File: config.mk
export PLATFORM = sky130hd
export DESIGN_NAME = uvs_div
export DESIGN_NICKNAME = d
export VERILOG_FILES = /design/src/hdl/uvs_pkg.sv /design/src/hdl/uvs_div.sv
export SDC_FILE = /design/constraint.sdc
export NUM_CORES = 2
export LEC_CHECK = 0
export BUFFER_PORTS_ARGS = -buffer_cell sky130_fd_sc_hd__buf_2
export CORE_UTILIZATION = 39
export CTS_BUF_LIST = sky130_fd_sc_hd__clkbuf_8
export DETAILED_ROUTE_END_ITERATION = 8
export GPL_TIMING_DRIVEN = 0
export MAX_ROUTING_LAYER = met4
export PLACE_DENSITY = 0.59
export REMOVE_ABC_BUFFERS = 1
export SYNTH_ARGS = -nofsm -noshare
export SYNTH_HDL_FRONTEND = slang
export SYNTH_SLANG_ARGS = --single-unit
File: constraint.sdc
create_clock -name clk_i -period 3.1 [get_ports clk_i]
set_input_delay 0.62 -clock clk_i [delete_from_list [all_inputs] [get_ports clk_i]]
set_output_delay 0.62 -clock clk_i [all_outputs]
set_load 0.02 [all_outputs]
File: src/hdl/uvs_pkg.sv
package uvs_pkg;

  // Defaults for the top-level parameters.
  localparam int unsigned NORMAL_FRAC_BITS_DEF = 14;
  localparam int unsigned MAX_TESS_DEF         = 255;

  // Field and datapath widths.
  localparam int unsigned IDX_W     = 8;
  localparam int unsigned NORM_W    = 16;
  localparam int unsigned TEX_W     = 17;
  localparam int unsigned CORNER_W  = 16;
  localparam int unsigned CFG_IDX_W = 2;
  localparam int unsigned DIV_W     = 40;  // dividend width, one stage per bit
  localparam int unsigned DVS_W     = 9;   // divisor width (twice the latitude count)
  localparam int unsigned SC_LAT    = 12;  // sine/cosine unit latency
  localparam int unsigned PIPE_LAT  = 1 + DIV_W + SC_LAT + 2;

  // Q30 constants.
  localparam logic [30:0] Q30_ONE     = 31'h4000_0000;
  localparam logic [30:0] HALF_PI_Q30 = 31'h6487_ED51;

  // Reciprocals for division by small odd constants: q = (v * M) >> K.
  localparam int unsigned DIV3_K  = 32;
  localparam int unsigned DIV5_K  = 33;
  localparam int unsigned DIV7_K  = 33;
  localparam int unsigned DIV9_K  = 34;
  localparam int unsigned DIV15_K = 34;
  localparam int unsigned DIV21_K = 35;
  localparam int unsigned DIV45_K = 36;
  localparam logic [31:0] DIV3_M  = 32'(((64'd1 << 32) + 64'd2) / 64'd3);
  localparam logic [31:0] DIV5_M  = 32'(((64'd1 << 33) + 64'd4) / 64'd5);
  localparam logic [31:0] DIV7_M  = 32'(((64'd1 << 33) + 64'd6) / 64'd7);
  localparam logic [31:0] DIV9_M  = 32'(((64'd1 << 34) + 64'd8) / 64'd9);
  localparam logic [31:0] DIV15_M = 32'(((64'd1 << 34) + 64'd14) / 64'd15);
  localparam logic [31:0] DIV21_M = 32'(((64'd1 << 35) + 64'd20) / 64'd21);
  localparam logic [31:0] DIV45_M = 32'(((64'd1 << 36) + 64'd44) / 64'd45);

  // Configuration register indexes.
  typedef enum logic [CFG_IDX_W-1:0] {
    CFG_TESS_LON = 2'd0,
    CFG_TESS_LAT = 2'd1
  } cfg_reg_e;

  // Per-item side information that travels beside the trig datapath.
  typedef struct packed {
    logic                pole_n;
    logic                pole_s;
    logic                vtx_ok;
    logic                quad_ok;
    logic [CORNER_W-1:0] corner_a;
    logic [CORNER_W-1:0] corner_b;
    logic [CORNER_W-1:0] corner_c;
    logic [CORNER_W-1:0] corner_d;
  } side_t;

  typedef struct packed {
    side_t            side;
    logic [TEX_W-1:0] tex_u;
    logic [TEX_W-1:0] tex_v;
  } side_tex_t;

  // Exact floor division of a Q30 value by an odd constant.
  function automatic logic [29:0] div_odd(input logic [29:0] v, input logic [31:0] m,
                                          input int unsigned k);
    logic [61:0] p;
    p = 62'(v) * 62'(m);
    return 30'(p >> k);
  endfunction

  // Q60 signed to Q(fb), round half away from zero, saturate to 16 bits.
  function automatic logic [NORM_W-1:0] q60_to_field(input logic signed [63:0] v,
                                                     input int unsigned fb);
    logic        neg;
    logic [63:0] m;
    neg = v[63];
    m   = neg ? (64'd0 - 64'(v)) : 64'(v);
    m   = (m + (64'd1 << (59 - fb))) >> (60 - fb);
    if (neg) begin
      if (m > 64'd32768) m = 64'd32768;
      return 16'(64'd0 - m);
    end
    if (m > 64'd32767) m = 64'd32767;
    return 16'(m);
  endfunction

endpackage

File: src/hdl/uvs_div.sv
// Restoring divider, one quotient bit per pipeline stage.
module uvs_div #(
  parameter int unsigned DW = uvs_pkg::DIV_W,
  parameter int unsigned VW = uvs_pkg::DVS_W
) (
  input  logic          clk_i,
  input  logic [DW-1:0] dividend_i,
  input  logic [VW-1:0] divisor_i,
  output logic [DW-1:0] quotient_o
);

  logic [VW-1:0] rem_q  [DW];
  logic [DW-1:0] word_q [DW];
  logic [VW-1:0] dvs_q  [DW];

  for (genvar g = 0; g < DW; g++) begin : g_stage
    logic [VW-1:0] rem_in;
    logic [DW-1:0] word_in;
    logic [VW-1:0] dvs_in;
    logic [VW:0]   trial;
    logic          ge;

    // Stage inputs come from the previous stage, or from the ports for the first.
    if (g == 0) begin : g_first
      assign rem_in  = '0;
      assign word_in = dividend_i;
      assign dvs_in  = divisor_i;
    end else begin : g_next
      assign rem_in  = rem_q[g-1];
      assign word_in = word_q[g-1];
      assign dvs_in  = dvs_q[g-1];
    end

    // Shift in the next dividend bit and try to subtract the divisor.
    assign trial = {rem_in, word_in[DW-1]};
    assign ge    = (trial >= {1'b0, dvs_in});

    always_ff @(posedge clk_i) begin
      rem_q[g]  <= ge ? VW'(trial - {1'b0, dvs_in}) : VW'(trial);
      word_q[g] <= {word_in[DW-2:0], ge};
      dvs_q[g]  <= dvs_in;
    end
  end

  assign quotient_o = word_q[DW-1];

endmodule

# == Word-level counts from Yosys, hierarchy flattened ==
# Memories as Yosys holds them, arrays and structs flattened.
# Index checks and enable logic that the tools add are counted.
# op_classes
add_sub_neg,40
n_lt_le_gt_ge,40
n_mux,40
# ops
cell,count
10-bit by 9-bit >= comparator with 1-bit output,39
9-bit two-way mux,40
9-bit subtractor,39
1-bit by 9-bit >= comparator with 1-bit output,1
1-bit by 9-bit subtractor with 9-bit output,1
# word_totals
ff_bits,0
ramBits,2320
in_bits,50
word_cells,123
n_memories,3
# memory_table
name,depth,width,read_ports,rd_ports_with_merged_regs,write_ports,line,text
word_q,40,40,40,0,40,uvs_div.sv:13,logic [DW-1:0] word_q [DW];
dvs_q,40,9,39,0,40,uvs_div.sv:14,logic [VW-1:0] dvs_q [DW];
rem_q,40,9,39,0,40,uvs_div.sv:12,logic [VW-1:0] rem_q [DW];

# == Logic depth before layout (Yosys ltp) ==
# An unclocked memory read counts as a cell.
# logic_depth
word_depth,3
depth_mapped,10
ltp_nobuf,10

# == Worst setup path before layout ==
# OpenSTA, ideal clock, no wires.
# synth_timing
kind,register -> register
start,mem word_q[0][39] in the netlist's numbering
end,mem rem_q[0][10] in the netlist's numbering
setup_ns,0.121
t_arrival_ns,2.246
path_slack_ns,0.734
path_stages_with_launch,11
path_cell_list,dfxtp_1 inv_1 ha_1 inv_1 fa_1 a21o_1 a221oi_2 a21o_1 and2_1 buf_2 mux2_2
# synth_rtl
item,line
"start, declared",uvs_div.sv:13
"end, declared",uvs_div.sv:12

==> impl_metrics.prom <==
# TYPE chip_impl_metric gauge
chip_impl_metric{name="die_h",unit="um"} 414
chip_impl_info{name="synth-main-ff-cell",value="dfxtp_1"} 1
chip_impl_info{name="rsz_0062_raised_after_global_routing",value="no"} 1
chip_impl_metric{name="power.combinational.fraction",unit="%"} 24.7
chip_impl_metric{name="gp_congestion",unit=""} 0.842
chip_impl_metric{name="syn_to_final_growth",unit="%"} 16.2
chip_impl_metric{name="clkPwrFrac",unit="%"} 29.0
chip_impl_metric{name="yosys.area.top_type_share",unit="%"} 69.5
chip_impl_metric{name="setup-violations-final",unit=""} 0
chip_impl_metric{name="final.fill_count",unit=""} 15048
chip_impl_metric{name="synth_compound_area_share",unit="%"} 8.07
chip_impl_info{name="worstSetupEndpoint",value="rem_q[2][49]"} 1
chip_impl_metric{name="die_x",unit="um"} 414
chip_impl_metric{name="detail_route.vias_per_cell",unit=""} 4.39
chip_impl_info{name="cts_tree",value="done"} 1
chip_impl_metric{name="nets",unit=""} 5977
chip_impl_metric{name="cellInternalPower",unit="mW"} 60.4
chip_impl_info{name="synthDominantAreaCellType",value="dfxtp_1"} 1
chip_impl_metric{name="final_max_slew_viol_count",unit=""} 0
chip_impl_metric{name="dpl.cell_count",unit=""} 7323
chip_impl_metric{name="tns",unit="ns"} 0
chip_impl_metric{name="wire_per_inst",unit="um"} 12.0
chip_impl_metric{name="p_leak",unit="nW"} 34.5
chip_impl_metric{name="core.rowCount",unit=""} 150
chip_impl_info{name="setup.worst_path.start",value="dvs_q[2][36]"} 1
chip_impl_info{name="status",value="finished, final reports clean"} 1
chip_impl_metric{name="switchingPower",unit="mW"} 23.8
chip_impl_info{name="synth_top_family_by_area",value="compound AO/OA/AOI/OAI gates"} 1
chip_impl_metric{name="clk_transition_reported_paths",unit="ns"} 0.06
chip_impl_metric{name="tightest_slew",unit="ns"} 1.18
chip_impl_info{name="ys_top_cells_by_area",value="dfxtp_1 (70%), ha_1 (6.7%), mux2_2 (3.1%), inv_1 (2.8%), a21oi_1 (1.7%)"} 1
chip_impl_metric{name="grt_antenna_before_repair",unit=""} 1
chip_impl_metric{name="drtAntennaViolNets",unit=""} 0
chip_impl_metric{name="portBuffers",unit=""} 89
chip_impl_metric{name="yosys-mux-area-fraction",unit="%"} 4.51
chip_impl_info{name="timing.critical_path.from_type",value="register"} 1
chip_impl_metric{name="synth_cells",unit=""} 5045
chip_impl_metric{name="start_util",unit="%"} 39.5
chip_impl_metric{name="period_needed",unit="ns"} 2.86
chip_impl_info{name="holdCritPathClass",value="in2reg"} 1
chip_impl_metric{name="drive_above_1_share",unit="%"} 15.0
chip_impl_metric{name="hold_slack",unit="ns"} 0.232
chip_impl_metric{name="drtIter0Drc",unit=""} 1397
chip_impl_metric{name="crit_fanout",unit=""} 14
chip_impl_metric{name="detail_route.first_pass.iterations",unit=""} 5
chip_impl_metric{name="worst-endpoint-required",unit="ns"} 3.96
chip_impl_metric{name="worst_slew_margin",unit="%"} 21.4
chip_impl_metric{name="worst_skew_pair.late_latency",unit="ns"} 1.04
chip_impl_metric{name="post-cts-setup-buffer-count",unit=""} 0
chip_impl_info{name="netlist_top_cells_count",value="dfxtp_1 (2302), inv_1 (499), ha_1 (353)"} 1
chip_impl_metric{name="synth-seq-area-share",unit="%"} 69.5
chip_impl_metric{name="via_count_of_the_first_global_routing_pass",unit=""} 35119
chip_impl_info{name="regToRegEndpoint",value="rem_q[2][49]"} 1
chip_impl_metric{name="cp_data_arrival_time",unit="ns"} 3.72
chip_impl_metric{name="ctsHtreeMaxLevel",unit=""} 5
chip_impl_metric{name="post_synth_instance_area",unit="sq mm"} 0.0663
chip_impl_metric{name="vias",unit=""} 35051
chip_impl_metric{name="reg2reg_setup_slack",unit="ns"} 0.24
chip_impl_metric{name="final_count_of_hold_timing_violations",unit=""} 0
chip_impl_metric{name="post_synth_fa_ha_maj_area_fraction",unit="%"} 7.81
chip_impl_metric{name="max_clk_rate",unit="GHz"} 0.350
chip_impl_metric{name="timing.final.crit_share",unit="%"} 92.2
chip_impl_metric{name="drc",unit=""} 0
chip_impl_metric{name="ctsLongestPathBuffers",unit=""} 4
chip_impl_info{name="crit_type",value="reg2reg"} 1
chip_impl_metric{name="synth_seq_cells",unit=""} 2302
chip_impl_metric{name="synth_area_per_cell",unit="sq um"} 13.1
chip_impl_metric{name="layoutNonFillerInstCount",unit=""} 7990
chip_impl_metric{name="grt_max_degree",unit=""} 17
chip_impl_metric{name="switching_share",unit="%"} 28.2
chip_impl_metric{name="synth_xor_xnor_area_share",unit="%"} 2.41
chip_impl_metric{name="register_to_register_path_depth",unit=""} 7
chip_impl_metric{name="synthSimpleGateAreaFrac",unit="%"} 4.61
chip_impl_info{name="root_buffer",value="clkbuf_8"} 1
chip_impl_metric{name="clock_skew",unit="ns"} 0.0820
chip_impl_metric{name="top_level_ports",unit=""} 90
chip_impl_metric{name="grt_util_all_layers",unit="%"} 11.4
chip_impl_metric{name="clock_sink_count",unit=""} 2302
chip_impl_metric{name="overflow",unit=""} 0
chip_impl_metric{name="power_per_cell_area",unit="mW/mm^2"} 1090
chip_impl_metric{name="grt_pass1_wl",unit="um"} 161000
chip_impl_info{name="crit-reg2reg-launch",value="dvs_q[2][36]"} 1
chip_impl_metric{name="synth-warning-count",unit=""} 0
chip_impl_metric{name="core_area",unit="sq mm"} 0.168
chip_impl_info{name="yosysMostFrequentCell",value="dfxtp_1"} 1
chip_impl_metric{name="netlist-cell-type-count",unit=""} 71
chip_impl_metric{name="sequentialPowerShare",unit="%"} 46.3
chip_impl_metric{name="die_area",unit="sq mm"} 0.172
chip_impl_metric{name="synth_enable_flop_cells",unit=""} 0
chip_impl_metric{name="detailed_place_hpwl",unit="um"} 63800
chip_impl_metric{name="async_reset_ff_share",unit="%"} 0
chip_impl_metric{name="vdd.ir_drop.worst",unit="V"} 0.000529
chip_impl_metric{name="drv_cap",unit=""} 0
chip_impl_metric{name="wirelength",unit="um"} 95500
chip_impl_metric{name="cts_inserted_buffers",unit=""} 366
chip_impl_info{name="setup.worst_path.end_class",value="register"} 1
==> critical path, cell delays in order, from the launching register on <==
cell	delay, ns
dfxtp_1	0.34
ha_1	0.17
inv_1	0.05
fa_1	0.40
a21o_1	0.22
a221oi_1	0.47
o221ai_1	0.60
mux2_2	0.48
==> cell type report <==
cell class | count | area, sq um | area share, %
Clock inverter | 177 | 1110 | 1.44
Timing Repair Buffer | 138 | 936 | 1.22
Antenna cell | 2 | 5.00 | 0.00650
Multi-Input combinational cell | 2220 | 18200 | 23.6
Clock buffer | 439 | 6040 | 7.84
Tap cell | 2204 | 2760 | 3.58
Inverter | 508 | 1910 | 2.48
Sequential cell | 2302 | 46100 | 59.8
==> how the worst min path moves through the flow <==
stage	end	slack (ns)	depth (start not counted)	start
finish	word_q[0][32]	0.23	2	dividend_i[31]
global route	word_q[0][31]	0.12	2	dividend_i[30]
CTS	word_q[0][31]	0.05	2	dividend_i[30]
detailed placement	word_q[0][115]	0.31	0	word_q[0][74]
global placement	word_q[7][5]	0.31	0	word_q[6][124]
floorplan	word_q[0][100]	0.31	0	word_q[0][59]
==> per-layer routing <==
| layer | global-route usage, % | wire length [um] | vias up |
|---|---|---|---|
| met4 | 5.41 | 3040 | 0 |
| met5 | - | 0 | - |
| met3 | 3.58 | 5070 | 236 |
| met1 | 13.0 | 43000 | 16133 |
| li1 | - | - | 18019 |
| met2 | 18.2 | 44400 | 663 |
==> placed cells by master, fill, tap and decap left out, drive strengths merged, types with 12 or more instances in the layout <==
cell         Yosys  routed
a22o            17      17
o21ai          130     130
o211a           17      17
o31ai           53      53
mux2           203     203
o21a            24      24
nand4           14      14
nand2          107     107
clkbuf           1     439
nor3            40      40
nor2b           57      57
and3            22      22
dfxtp         2302    2302
buf             14      89
nand2b          25      25
a21boi          29      29
nor2           145     145
mux2i           62      62
nand3          135     135
clkinv           4      48
xor2            68      68
a21o            81      81
xnor2          114     114
dlygate4sd3      0      49
a221oi          29      29
fa              38      38
o211ai          33      33
a21oi          223     223
a31oi           19      19
inv            504     614
bufinv           0      12
a22oi           13      13
ha             353     353
a211oi          18      18
==> registers in the layout (all words and copies together) (netlist names) <==
name / count
dvs_q: 351
rem_q: 351
word_q: 1600
==> power groups by stage <==
| stage | Clock, mW | Combinational [mW] | Sequential [mW] |
|---|---|---|---|
| 2_1_floorplan | 0 | 16.6 | 39.1 |
| 3_3_place_gp | 0 | 20.2 | 39.7 |
| 3_5_place_dp | 0 | 20.6 | 39.8 |
| 4_1_cts | 25.7 | 20.8 | 39.2 |
| 5_1_grt | 27.0 | 23.3 | 39.8 |
| 6_report | 24.5 | 20.8 | 39.0 |
==> cell families after synthesis <==
group                      count (synthesis)
adders and majority gates                391
and+or+nand+nor                          613
AOI/OAI and AO/OA                        769
xor gates and xnor gates                 182
muxes                                    265
DFF                                     2302
buffers and inverters                    523
==> timing repair <==
action,in CTS,in global routing
setup endpoints to repair,0,10
hold buffers,49,0
resized for setup,0,3
hold endpoints to repair,58,0
==> through the flow <==
step                      instance area, sq um  power (mW)  util, %  setup WS (ns)
after CTS                                77000        85.6     45.8          0.135
after global routing                     77000        90.0     45.9         0.0101
final                                    77000        84.2     45.9          0.243
after floorplan                          66200        55.7        -          0.687
after detailed placement                 69400        60.3     41.3          0.204
after global placement                   69400        59.8     41.3          0.209
Note: power is estimated with default switching activity, not from simulation.
